--- src/hdl/pid_controller_antiwindup_top_defines.svh ---
// ---------------------------------------------------------------------------
// pid controller assertion macros
// shared property wrappers, clocked on clock and held off during reset
// ---------------------------------------------------------------------------
`ifndef PID_CONTROLLER_ANTIWINDUP_TOP_DEFINES_SVH
`define PID_CONTROLLER_ANTIWINDUP_TOP_DEFINES_SVH

// same-cycle implication
`define PIDAW_ASSERT_NOW(label, cond, expr, msg) \
   label: assert property (@(posedge clock) disable iff (reset) (cond) |-> (expr)) \
      else $error(msg);

// next-cycle implication
`define PIDAW_ASSERT_NEXT(label, cond, expr, msg) \
   label: assert property (@(posedge clock) disable iff (reset) (cond) |=> (expr)) \
      else $error(msg);

`endif

--- src/hdl/pidaw_pkg.sv ---
// ---------------------------------------------------------------------------
// pid controller package
// widths, register indexes, reset values and the word types between stages
// ---------------------------------------------------------------------------
`default_nettype none

package pidaw_pkg;

   localparam int SAMPLE_W  = 16;
   localparam int ERR_W     = 17;
   localparam int DERR_W    = 18;
   localparam int GAIN_W    = 16;
   localparam int DATA_W    = 32;
   localparam int LIMIT_W   = 31;
   localparam int CSR_IDX_W = 3;

   localparam int QUEUE_DEPTH = 4;
   localparam int QPTR_W      = 2;
   localparam int QCNT_W      = 3;
   localparam int OUT_DEPTH   = 8;
   localparam int OPTR_W      = 3;
   localparam int OCNT_W      = 4;

   localparam logic [CSR_IDX_W-1:0] REG_GAIN_P     = 3'd0;
   localparam logic [CSR_IDX_W-1:0] REG_GAIN_I     = 3'd1;
   localparam logic [CSR_IDX_W-1:0] REG_GAIN_D     = 3'd2;
   localparam logic [CSR_IDX_W-1:0] REG_TERM_LIMIT = 3'd3;
   localparam logic [CSR_IDX_W-1:0] REG_ISTEP_MAX  = 3'd4;
   localparam logic [CSR_IDX_W-1:0] REG_ISTEP_MIN  = 3'd5;
   localparam logic [CSR_IDX_W-1:0] REG_OUT_MAX    = 3'd6;
   localparam logic [CSR_IDX_W-1:0] REG_OUT_MIN    = 3'd7;

   typedef struct packed {
      logic                     clear;
      logic signed [ERR_W-1:0]  err;
      logic signed [DERR_W-1:0] derr;
   } pidaw_item_type;

   typedef struct packed {
      logic signed [GAIN_W-1:0] gain_p;
      logic signed [GAIN_W-1:0] gain_i;
      logic signed [GAIN_W-1:0] gain_d;
      logic        [LIMIT_W-1:0] term_limit;
      logic signed [DATA_W-1:0] istep_max;
      logic signed [DATA_W-1:0] istep_min;
      logic signed [DATA_W-1:0] out_max;
      logic signed [DATA_W-1:0] out_min;
   } pidaw_cfg_type;

   localparam pidaw_cfg_type CFG_RESET = '{
      gain_p:     16'sd256,
      gain_i:     16'sd0,
      gain_d:     16'sd0,
      term_limit: 31'h7FFF_FFFF,
      istep_max:  32'sh7FFF_FFFF,
      istep_min:  32'sh8000_0000,
      out_max:    32'sh7FFF_FFFF,
      out_min:    32'sh8000_0000
   };

endpackage

`default_nettype wire

--- src/hdl/pidaw_csr.sv ---
// ---------------------------------------------------------------------------
// pid controller register file
// write-only gain and limit registers, loaded from the plain write port
// ---------------------------------------------------------------------------
`default_nettype none

module pidaw_csr
   import pidaw_pkg::*;
(
   input  wire logic                 clock,
   input  wire logic                 reset,
   input  wire logic                 csr_write,
   input  wire logic [CSR_IDX_W-1:0] csr_index,
   input  wire logic [DATA_W-1:0]    csr_wdata,
   output pidaw_cfg_type             cfg
);

   pidaw_cfg_type cfg_ff;
   pidaw_cfg_type cfg_in;

   always_comb begin
      cfg_in = cfg_ff;
      if (csr_write) begin
         case (csr_index)
            REG_GAIN_P:     cfg_in.gain_p     = csr_wdata[GAIN_W-1:0];
            REG_GAIN_I:     cfg_in.gain_i     = csr_wdata[GAIN_W-1:0];
            REG_GAIN_D:     cfg_in.gain_d     = csr_wdata[GAIN_W-1:0];
            REG_TERM_LIMIT: cfg_in.term_limit = csr_wdata[LIMIT_W-1:0];
            REG_ISTEP_MAX:  cfg_in.istep_max  = csr_wdata;
            REG_ISTEP_MIN:  cfg_in.istep_min  = csr_wdata;
            REG_OUT_MAX:    cfg_in.out_max    = csr_wdata;
            REG_OUT_MIN:    cfg_in.out_min    = csr_wdata;
            default:        cfg_in            = cfg_ff;
         endcase
      end
   end

   always_ff @(posedge clock) begin
      if (reset) begin
         cfg_ff <= CFG_RESET;
      end else begin
         cfg_ff <= cfg_in;
      end
   end

   assign cfg = cfg_ff;

endmodule

`default_nettype wire

--- src/hdl/pidaw_front.sv ---
// ---------------------------------------------------------------------------
// pid controller front end
// accepts samples, forms error and error delta, sorts out clear commands
// ---------------------------------------------------------------------------
`default_nettype none

module pidaw_front
   import pidaw_pkg::*;
(
   input  wire logic                       clock,
   input  wire logic                       reset,
   input  wire logic                       req_push,
   output logic                            req_full,
   input  wire logic                       req_command,
   input  wire logic signed [SAMPLE_W-1:0] req_target,
   input  wire logic signed [SAMPLE_W-1:0] req_actual,
   input  wire logic                       q_full,
   output logic                            q_push,
   output pidaw_item_type                  q_item
);

   logic signed [ERR_W-1:0]  prev_err_ff;
   logic signed [ERR_W-1:0]  prev_err_in;
   logic signed [ERR_W-1:0]  err;
   logic signed [DERR_W-1:0] derr;
   logic                     accept;

   assign req_full = q_full;
   assign accept   = req_push & ~q_full;
   assign q_push   = accept;

   assign err  = $signed({req_target[SAMPLE_W-1], req_target})
               - $signed({req_actual[SAMPLE_W-1], req_actual});
   assign derr = $signed({err[ERR_W-1], err}) - $signed({prev_err_ff[ERR_W-1], prev_err_ff});

   // a clear word carries zero operands, the back end only looks at the flag
   always_comb begin
      q_item.clear = req_command;
      q_item.err   = req_command ? '0 : err;
      q_item.derr  = req_command ? '0 : derr;
      prev_err_in  = prev_err_ff;
      if (accept) begin
         prev_err_in = req_command ? '0 : err;
      end
   end

   always_ff @(posedge clock) begin
      if (reset) begin
         prev_err_ff <= '0;
      end else begin
         prev_err_ff <= prev_err_in;
      end
   end

endmodule

`default_nettype wire

--- src/hdl/pidaw_queue.sv ---
// ---------------------------------------------------------------------------
// pid controller work queue
// short first-in first-out buffer between front end and back end
// ---------------------------------------------------------------------------
`default_nettype none
`include "pid_controller_antiwindup_top_defines.svh"

module pidaw_queue
   import pidaw_pkg::*;
(
   input  wire logic           clock,
   input  wire logic           reset,
   input  wire logic           push,
   input  wire pidaw_item_type push_item,
   output logic                full,
   input  wire logic           pop,
   output pidaw_item_type      pop_item,
   output logic                empty
);

   pidaw_item_type         mem_ff [QUEUE_DEPTH];
   logic [QPTR_W-1:0]      wr_ptr_ff;
   logic [QPTR_W-1:0]      wr_ptr_in;
   logic [QPTR_W-1:0]      rd_ptr_ff;
   logic [QPTR_W-1:0]      rd_ptr_in;
   logic [QCNT_W-1:0]      count_ff;
   logic [QCNT_W-1:0]      count_in;
   logic                   do_push;
   logic                   do_pop;

   assign empty    = (count_ff == '0);
   assign full     = (count_ff == QCNT_W'(QUEUE_DEPTH));
   assign do_push  = push & ~full;
   assign do_pop   = pop & ~empty;
   assign pop_item = mem_ff[rd_ptr_ff];

   always_comb begin
      wr_ptr_in = do_push ? wr_ptr_ff + QPTR_W'(1) : wr_ptr_ff;
      rd_ptr_in = do_pop  ? rd_ptr_ff + QPTR_W'(1) : rd_ptr_ff;
      count_in  = count_ff;
      if (do_push && !do_pop) begin
         count_in = count_ff + QCNT_W'(1);
      end else if (do_pop && !do_push) begin
         count_in = count_ff - QCNT_W'(1);
      end
   end

   always_ff @(posedge clock) begin
      if (do_push) begin
         mem_ff[wr_ptr_ff] <= push_item;
      end
   end

   always_ff @(posedge clock) begin
      if (reset) begin
         wr_ptr_ff <= '0;
         rd_ptr_ff <= '0;
         count_ff  <= '0;
      end else begin
         wr_ptr_ff <= wr_ptr_in;
         rd_ptr_ff <= rd_ptr_in;
         count_ff  <= count_in;
      end
   end

   `PIDAW_ASSERT_NOW(a_queue_no_overrun, push, !full, "queue push while full")
   `PIDAW_ASSERT_NOW(a_queue_no_underrun, pop, !empty, "queue pop while empty")

endmodule

`default_nettype wire

--- src/hdl/pidaw_back.sv ---
// ---------------------------------------------------------------------------
// pid controller back end
// product, clamp and sum pipeline with integral state and result buffer
// ---------------------------------------------------------------------------
`default_nettype none
`include "pid_controller_antiwindup_top_defines.svh"

module pidaw_back
   import pidaw_pkg::*;
(
   input  wire logic                     clock,
   input  wire logic                     reset,
   input  wire pidaw_cfg_type            cfg,
   input  wire logic                     q_empty,
   input  wire pidaw_item_type           q_item,
   output logic                          q_pop,
   output logic                          rsp_empty,
   input  wire logic                     rsp_pop,
   output logic signed [DATA_W-1:0]      rsp_drive,
   output logic                          rsp_saturated
);

   typedef struct packed {
      logic signed [DATA_W-1:0] drive;
      logic                     saturated;
   } pidaw_result_type;

   // issue control
   logic [1:0]        inflight;
   logic [OCNT_W-1:0] occupancy;
   logic              issue;

   // stage 1: products
   logic                       v1_ff;
   logic                       clr1_ff;
   logic signed [32:0]         prod_p1_ff;
   logic signed [33:0]         prod_d1_ff;
   logic signed [32:0]         prod_i1_ff;
   logic                       gi_zero1_ff;

   // stage 2: shifted and clamped terms
   logic                       v2_ff;
   logic                       clr2_ff;
   logic signed [DATA_W-1:0]   p2_ff;
   logic signed [DATA_W-1:0]   d2_ff;
   logic signed [DATA_W-1:0]   i2_ff;
   logic signed [DATA_W-1:0]   p2_in;
   logic signed [DATA_W-1:0]   d2_in;
   logic signed [DATA_W-1:0]   i2_in;

   // stage 3: term sum
   logic                       v3_ff;
   logic                       clr3_ff;
   logic signed [33:0]         pdi3_ff;
   logic signed [DATA_W-1:0]   ist3_ff;

   // integral state and output saturation
   logic signed [DATA_W-1:0]   acc_ff;
   logic signed [DATA_W-1:0]   acc_in;
   logic signed [34:0]         sum4;
   logic signed [34:0]         sat_sum4;
   logic signed [DATA_W-1:0]   ist_eff4;
   logic signed [32:0]         acc_next4;
   logic                       sat4;
   logic signed [DATA_W-1:0]   drive4;
   pidaw_result_type           result4;

   // result buffer
   pidaw_result_type           out_mem_ff [OUT_DEPTH];
   logic [OPTR_W-1:0]          out_wr_ff;
   logic [OPTR_W-1:0]          out_wr_in;
   logic [OPTR_W-1:0]          out_rd_ff;
   logic [OPTR_W-1:0]          out_rd_in;
   logic [OCNT_W-1:0]          out_count_ff;
   logic [OCNT_W-1:0]          out_count_in;
   logic                       out_pop;

   // a word enters only when a buffer slot is certain to be free at its end
   assign inflight  = 2'({1'b0, v1_ff} + {1'b0, v2_ff} + {1'b0, v3_ff});
   assign occupancy = out_count_ff + OCNT_W'(inflight);
   assign issue     = ~q_empty & (occupancy < OCNT_W'(OUT_DEPTH));
   assign q_pop     = issue;

   // stage 2 clamps
   always_comb begin
      logic signed [32:0] lim;
      logic signed [32:0] nlim;
      logic signed [32:0] p_ext;
      logic signed [32:0] d_ext;
      logic signed [32:0] i_ext;
      logic signed [32:0] ihi;
      logic signed [32:0] ilo;
      lim   = $signed({2'b00, cfg.term_limit});
      nlim  = -lim;
      p_ext = $signed({{8{prod_p1_ff[32]}}, prod_p1_ff[32:8]});
      d_ext = $signed({{7{prod_d1_ff[33]}}, prod_d1_ff[33:8]});
      i_ext = $signed({{8{prod_i1_ff[32]}}, prod_i1_ff[32:8]});
      ihi   = $signed({cfg.istep_max[DATA_W-1], cfg.istep_max});
      ilo   = $signed({cfg.istep_min[DATA_W-1], cfg.istep_min});
      if (p_ext > lim) begin
         p_ext = lim;
      end
      if (p_ext < nlim) begin
         p_ext = nlim;
      end
      if (d_ext > lim) begin
         d_ext = lim;
      end
      if (d_ext < nlim) begin
         d_ext = nlim;
      end
      // upper bound first, so a crossed lower bound wins
      if (i_ext > ihi) begin
         i_ext = ihi;
      end
      if (i_ext < ilo) begin
         i_ext = ilo;
      end
      p2_in = p_ext[DATA_W-1:0];
      d2_in = d_ext[DATA_W-1:0];
      i2_in = gi_zero1_ff ? '0 : i_ext[DATA_W-1:0];
   end

   // output saturation and anti-windup
   always_comb begin
      logic signed [34:0] hi;
      logic signed [34:0] lo;
      logic signed [32:0] amax;
      logic signed [32:0] amin;
      hi       = $signed({{3{cfg.out_max[DATA_W-1]}}, cfg.out_max});
      lo       = $signed({{3{cfg.out_min[DATA_W-1]}}, cfg.out_min});
      amax     = $signed({2'b00, {(DATA_W-1){1'b1}}});
      amin     = $signed({2'b11, {(DATA_W-1){1'b0}}});
      sum4     = $signed({{3{acc_ff[DATA_W-1]}}, acc_ff}) + $signed({pdi3_ff[33], pdi3_ff});
      sat_sum4 = sum4;
      sat4     = 1'b0;
      ist_eff4 = ist3_ff;
      if (sat_sum4 > hi) begin
         sat_sum4 = hi;
         sat4     = 1'b1;
         if (ist3_ff > 0) begin
            ist_eff4 = '0;
         end
      end
      if (sat_sum4 < lo) begin
         sat_sum4 = lo;
         sat4     = 1'b1;
         if (ist3_ff < 0) begin
            ist_eff4 = '0;
         end
      end
      drive4    = sat_sum4[DATA_W-1:0];
      acc_next4 = $signed({acc_ff[DATA_W-1], acc_ff}) + $signed({ist_eff4[DATA_W-1], ist_eff4});
      if (acc_next4 > amax) begin
         acc_next4 = amax;
      end
      if (acc_next4 < amin) begin
         acc_next4 = amin;
      end
      acc_in = acc_ff;
      result4.drive     = drive4;
      result4.saturated = sat4;
      if (v3_ff) begin
         if (clr3_ff) begin
            acc_in            = '0;
            result4.drive     = '0;
            result4.saturated = 1'b0;
         end else begin
            acc_in = acc_next4[DATA_W-1:0];
         end
      end
   end

   always_ff @(posedge clock) begin
      clr1_ff     <= q_item.clear;
      prod_p1_ff  <= q_item.err * cfg.gain_p;
      prod_d1_ff  <= q_item.derr * cfg.gain_d;
      prod_i1_ff  <= q_item.err * cfg.gain_i;
      gi_zero1_ff <= (cfg.gain_i == '0);
      clr2_ff     <= clr1_ff;
      p2_ff       <= p2_in;
      d2_ff       <= d2_in;
      i2_ff       <= i2_in;
      clr3_ff     <= clr2_ff;
      pdi3_ff     <= $signed({{2{p2_ff[DATA_W-1]}}, p2_ff}) + $signed({{2{d2_ff[DATA_W-1]}}, d2_ff})
                   + $signed({{2{i2_ff[DATA_W-1]}}, i2_ff});
      ist3_ff     <= i2_ff;
   end

   always_ff @(posedge clock) begin
      if (reset) begin
         v1_ff  <= 1'b0;
         v2_ff  <= 1'b0;
         v3_ff  <= 1'b0;
         acc_ff <= '0;
      end else begin
         v1_ff  <= issue;
         v2_ff  <= v1_ff;
         v3_ff  <= v2_ff;
         acc_ff <= acc_in;
      end
   end

   // result buffer
   assign rsp_empty     = (out_count_ff == '0);
   assign out_pop       = rsp_pop & ~rsp_empty;
   assign rsp_drive     = out_mem_ff[out_rd_ff].drive;
   assign rsp_saturated = out_mem_ff[out_rd_ff].saturated;

   always_comb begin
      out_wr_in    = v3_ff   ? out_wr_ff + OPTR_W'(1) : out_wr_ff;
      out_rd_in    = out_pop ? out_rd_ff + OPTR_W'(1) : out_rd_ff;
      out_count_in = out_count_ff;
      if (v3_ff && !out_pop) begin
         out_count_in = out_count_ff + OCNT_W'(1);
      end else if (out_pop && !v3_ff) begin
         out_count_in = out_count_ff - OCNT_W'(1);
      end
   end

   always_ff @(posedge clock) begin
      if (v3_ff) begin
         out_mem_ff[out_wr_ff] <= result4;
      end
   end

   always_ff @(posedge clock) begin
      if (reset) begin
         out_wr_ff    <= '0;
         out_rd_ff    <= '0;
         out_count_ff <= '0;
      end else begin
         out_wr_ff    <= out_wr_in;
         out_rd_ff    <= out_rd_in;
         out_count_ff <= out_count_in;
      end
   end

   `PIDAW_ASSERT_NOW(a_back_credit, 1'b1, occupancy <= OCNT_W'(OUT_DEPTH), "result buffer overbooked")
   `PIDAW_ASSERT_NEXT(a_back_clear, v3_ff && clr3_ff, acc_ff == '0, "clear left integral nonzero")
   `PIDAW_ASSERT_NOW(a_back_in_range, v3_ff && !clr3_ff && !sat4,
      (drive4 <= cfg.out_max) && (drive4 >= cfg.out_min), "unsaturated drive outside limits")

endmodule

`default_nettype wire

--- src/hdl/pid_controller_antiwindup_top.sv ---
// ---------------------------------------------------------------------------
// pid controller with anti-windup, top level
// Input queue side: drive req_command, req_target and req_actual with
// req_push; a word is taken at a clock edge where req_push is high and
// req_full is low. Command 0 runs one control step, command 1 clears the
// stored error and integral and returns drive 0, saturated 0.
// Result queue side: while rsp_empty is low the oldest result sits on
// rsp_drive and rsp_saturated; it is taken at an edge with rsp_pop high.
// Every word gives exactly one result, in order.
// A word passes through the work queue, then products, clamps and term sum,
// with the integral update and output saturation in the last step.
// Throughput: one word per cycle while results are taken; the integral update
// loop sets that figure. When rsp_pop stays low the 8-entry result buffer
// fills, the back end stops pulling from the 4-entry work queue and req_full
// rises. Registers are loaded through csr_write, csr_index, csr_wdata, one
// per cycle, while the block is idle; the user must keep to that, the block
// does not enforce it. Reset (synchronous) loads register defaults, clears
// the state and empties both queues.
// ---------------------------------------------------------------------------
`default_nettype none

module pid_controller_antiwindup_top
   import pidaw_pkg::*;
(
   input  wire logic                       clock,
   input  wire logic                       reset,
   input  wire logic                       req_push,
   output logic                            req_full,
   input  wire logic                       req_command,
   input  wire logic signed [SAMPLE_W-1:0] req_target,
   input  wire logic signed [SAMPLE_W-1:0] req_actual,
   output logic                            rsp_empty,
   input  wire logic                       rsp_pop,
   output logic signed [DATA_W-1:0]        rsp_drive,
   output logic                            rsp_saturated,
   input  wire logic                       csr_write,
   input  wire logic [CSR_IDX_W-1:0]       csr_index,
   input  wire logic [DATA_W-1:0]          csr_wdata
);

   pidaw_cfg_type  cfg;
   pidaw_item_type push_item;
   pidaw_item_type pop_item;
   logic           q_push;
   logic           q_full;
   logic           q_pop;
   logic           q_empty;

   pidaw_csr u_csr (
      .clock     (clock),
      .reset     (reset),
      .csr_write (csr_write),
      .csr_index (csr_index),
      .csr_wdata (csr_wdata),
      .cfg       (cfg)
   );

   pidaw_front u_front (
      .clock       (clock),
      .reset       (reset),
      .req_push    (req_push),
      .req_full    (req_full),
      .req_command (req_command),
      .req_target  (req_target),
      .req_actual  (req_actual),
      .q_full      (q_full),
      .q_push      (q_push),
      .q_item      (push_item)
   );

   pidaw_queue u_queue (
      .clock     (clock),
      .reset     (reset),
      .push      (q_push),
      .push_item (push_item),
      .full      (q_full),
      .pop       (q_pop),
      .pop_item  (pop_item),
      .empty     (q_empty)
   );

   pidaw_back u_back (
      .clock         (clock),
      .reset         (reset),
      .cfg           (cfg),
      .q_empty       (q_empty),
      .q_item        (pop_item),
      .q_pop         (q_pop),
      .rsp_empty     (rsp_empty),
      .rsp_pop       (rsp_pop),
      .rsp_drive     (rsp_drive),
      .rsp_saturated (rsp_saturated)
   );

endmodule

`default_nettype wire

--- config.mk ---
export PLATFORM = sky130hd
export DESIGN_NAME = pid_controller_antiwindup_top
export DESIGN_NICKNAME = d
export VERILOG_FILES = /design/src/hdl/pidaw_pkg.sv /design/src/hdl/pidaw_csr.sv /design/src/hdl/pidaw_front.sv /design/src/hdl/pidaw_queue.sv /design/src/hdl/pidaw_back.sv /design/src/hdl/pid_controller_antiwindup_top.sv
export VERILOG_INCLUDE_DIRS = /design/src /design/src/hdl
export SDC_FILE = /design/constraint.sdc
export NUM_CORES = 2
export LEC_CHECK = 0
export ABC_AREA = 1
export BUFFER_PORTS_ARGS = -buffer_cell sky130_fd_sc_hd__buf_4
export CELL_PAD_IN_SITES_DETAIL_PLACEMENT = 0
export CELL_PAD_IN_SITES_GLOBAL_PLACEMENT = 1
export CORE_MARGIN = 8
export CORE_UTILIZATION = 48
export DETAILED_ROUTE_END_ITERATION = 8
export PLACE_DENSITY = 0.82
export SLEW_MARGIN = 20
export SYNTH_ARGS = -nofsm -noshare
export SYNTH_HDL_FRONTEND = slang
export SYNTH_SLANG_ARGS = --single-unit
--- constraint.sdc ---
create_clock -name clock -period 24 [get_ports clock]
set_input_delay 3.6 -clock clock [delete_from_list [all_inputs] [get_ports clock]]
set_output_delay 3.6 -clock clock [all_outputs]
set_load 0.1 [all_outputs]
==> results.sh <==
export IMPL_outcome="complete, no violations"
export IMPL_min_period_ps=10570
export IMPL_routed_via_density=5.47
export IMPL_p_sw_mw=5.87
export IMPL_worstReg2RegStart="u_back.acc_ff[0]"
export IMPL_final_area_mm2=0.0857
export IMPL_ant_nets=0
export IMPL_synth_edf_count=408
export IMPL_syn_avg_cell_area_um2=8.44
export IMPL_grt_pass1_vias=64400
export IMPL_fillers=15700
export IMPL_fmax_ghz=0.0946
export IMPL_min_to="u_back.clr2_ff"
export IMPL_clock_latency_ps=750
export IMPL_yosys_warnings=0
export IMPL_synth_seq_cells=931
export IMPL_grt_usage=0.275
export IMPL_switching_share=0.533
export IMPL_power_density_mw_per_mm2=129
export IMPL_layout_setup_ws_ps=13430
export IMPL_cts_buffers=101
export IMPL_reg2regPathDepth=60
export IMPL_min_path_type="flop to flop"
export IMPL_layout_drive_gt1_share=0.0489
export IMPL_syn_inst=9385
export IMPL_worstReg2RegEnd="u_back.acc_ff[2]"
export IMPL_p_comb_frac=0.629
export IMPL_vias=63500
export IMPL_pwr_share_seq=0.222
export IMPL_fin_crit_sh=0.441
export IMPL_ir_drop_uv=146
export IMPL_io_buffers=107
export IMPL_crit_top_cell="nand2_1"
export IMPL_async_flop_share=0
export IMPL_clock_skew_ps=64.7
export IMPL_cts_tree="built"
export IMPL_synth_top_area_frac=0.222
export IMPL_crit_path_end_kind="flop"
export IMPL_dieArea_mm2=0.178
export IMPL_critical_path_startpoint_type="flop"
export IMPL_cp_arrival_ps=11140
export IMPL_initial_utilization=0.482
export IMPL_slowest_stage="nand2_2"
export IMPL_drtIter0Drc=5053
export IMPL_post_route_util=0.521
export IMPL_place_area_mm2=0.0821
export IMPL_postCtsResizedCells=0
export IMPL_htree_num_levels=3
export IMPL_tightest_slew_ps=1170
export IMPL_wl_per_cell_um=21.4
export IMPL_cp_max_fo=43
export IMPL_hold_buffers=0
export IMPL_synth_nets=11000
export IMPL_grt_max_degree=97
export IMPL_cp_required_ps=24570
export IMPL_wirelength_um=249000
export IMPL_critPathKind="flop to flop"
export IMPL_antenna_found_initial=11
export IMPL_setup_viol=0
export IMPL_synth_seq_area_share=0.287
export IMPL_dp_hpwl_um=191000
export IMPL_tns_ps=0
export IMPL_grt_ovfl_total=0
export IMPL_synth_top_area_cell="fa_1"
export IMPL_clockRootBuffer="clkbuf_16"
export IMPL_drc_errors=0
export IMPL_slew_headroom=0.220
export IMPL_synth_distinct_cells=62
export IMPL_cts_setup_buffers=0
export IMPL_area_delta_synth_final_pct=8.21
export IMPL_final_cell_mix="nand2_1, inv_1, nor2_1"
export IMPL_globalplace_congestion=0.938
export IMPL_die_y_um=422
export IMPL_pre_cts_ws_ps=13500
export IMPL_final_common_cell="nand2_1"
export IMPL_rows=149
export IMPL_num_io_pins=108
export IMPL_leakagePower_nw=39.0
export IMPL_r2r_setup_slack_ps=13430
export IMPL_rsz0062_at_grt="no"
export IMPL_finalHoldViolations=0
export IMPL_slowest_delay_ps=570
export IMPL_final_max_slew_viol_count=0
export IMPL_min_delay_path_depth=0
export IMPL_netlist_area_mm2=0.0792
export IMPL_hold_start="u_back.clr1_ff"
export IMPL_firstDrtPassIters=7
export IMPL_die_x_um=422
export IMPL_core_region_area_mm2=0.164
export IMPL_clock_sinks=931
export IMPL_maxCapViolCount=0
export IMPL_clkTransAtPathRegs_ps=60
export IMPL_fin_hold_ws_ps=323
export IMPL_grt_pass1_wl_um=383000
export IMPL_layout_nets=10900
export IMPL_p_int_mw=5.15
export IMPL_ys_flop_type="dfxtp_1"
export IMPL_cts_path_max_buffers=3
export IMPL_clock_power_share=0.149
export IMPL_synth_area_leaders="fa_1, edfxtp_1, dfxtp_1"
==> final cells by class <==
type | instances | area [um2] | share of cell area
Timing Repair Buffer | 199 | 1490 | 0.0174
Multi-Input combinational cell | 6490 | 49100 | 0.574
Sequential cell | 931 | 22700 | 0.265
Clock buffer | 113 | 2600 | 0.0304
Inverter | 1604 | 6030 | 0.0704
Antenna cell | 4 | 10.0 | 0.000117
Tap cell | 2189 | 2740 | 0.0320
Clock inverter | 77 | 941 | 0.0110
==> sequential cells by signal, indices dropped and copies added (netlist names), 3 cells and up, named ones only <==
signal,cells
u_back.out_mem_ff,264
u_csr.cfg,207
u_queue.mem_ff,144
u_back.pdi3_ff,34
u_back.acc_ff,32
u_back.d2_ff,32
u_back.i2_ff,32
u_back.ist3_ff,32
u_back.p2_ff,32
u_back.prod_d1_ff,26
u_back.prod_i1_ff,25
u_back.prod_p1_ff,25
u_front.prev_err_ff,17
u_back.out_count_ff,4
u_back.out_rd_ff,3
u_back.out_wr_ff,3
u_queue.count_ff,3
==> worst max path at each step <==
| stage | from | to | slack (ps) | depth (start not counted) |
|---|---|---|---|---|
| after floorplan | u_back.acc_ff[0] | u_back.acc_ff[0] | 16380 | 65 |
| after global placement | u_back.acc_ff[0] | u_back.acc_ff[2] | 13530 | 61 |
| after detailed placement | u_back.acc_ff[0] | u_back.acc_ff[2] | 13500 | 60 |
| after CTS | u_back.acc_ff[0] | u_back.acc_ff[2] | 13440 | 60 |
| after global routing | u_back.acc_ff[0] | u_back.acc_ff[2] | 12280 | 62 |
| final | u_back.acc_ff[0] | u_back.acc_ff[2] | 13430 | 60 |
==> metal layers <==
metal,wire length (um),track usage,up-vias
met5,0,0,-
met4,11700,0.111,0
met3,16800,0.0379,403
met2,114000,0.450,2161
met1,106000,0.369,31200
li1,-,-,29800
==> synth_stat cells, types with 9 or more instances <==
master	count
a211oi_1	16
a21o_1	20
a21oi_1	587
a31oi_1	61
buf_1	28
buf_2	22
clkbuf_1	298
clkinv_1	27
dfxtp_1	523
edfxtp_1	408
fa_1	879
ha_1	644
inv_1	1568
nand2_1	1816
nand2_2	9
nand3_1	294
nand3b_1	10
nand4_1	75
nor2_1	938
nor3_1	53
nor4_1	24
o211ai_1	107
o21a_1	32
o21ai_0	556
o21ai_1	10
o221ai_1	10
o22ai_1	36
or2_2	12
xnor2_1	77
xor2_1	145
==> logic make-up (layout without fill, tap and decap cells) <==
kind of cell               Yosys count  in the layout  synth area share
AOI/OAI and AO/OA                 1485           1485             0.104
xor gates and xnor gates           223            223            0.0248
adders and majority gates         1523           1523             0.324
buffers and inverters             1964           1993            0.0943
DFF                                931            931             0.287
other                                0              4                 0
and+or+nand+nor                   3259           3259             0.166
==> stage by stage <==
stage | power [mW] | instances
floorplan | 6.85 | 9385
detailed placement | 9.33 | 11400
global placement | 9.26 | 11400
global route | 11.8 | 11600
CTS | 11.0 | 11600
finish | 11.0 | 11600
==> worst max-delay path: cells and delay by family, from the launching register on <==
family                     cells  cell delay [ps]
DFF                            1              330
and+or+nand+nor               36             4880
AOI/OAI and AO/OA             12             2170
buffers and inverters          5              910
adders and majority gates      6             1910
xor gates and xnor gates       1              140
==> power by group through the flow <==
stage          registers (mW)  logic [mW]  clock network [mW]
6_report                 2.45        6.93                1.64
5_1_grt                  2.47        7.62                1.73
4_1_cts                  2.45        6.89                1.67
3_5_place_dp             2.48        6.85                   0
3_3_place_gp             2.47        6.78                   0
2_1_floorplan            2.36        4.49                   0
(Power assumes the default switching activity.)
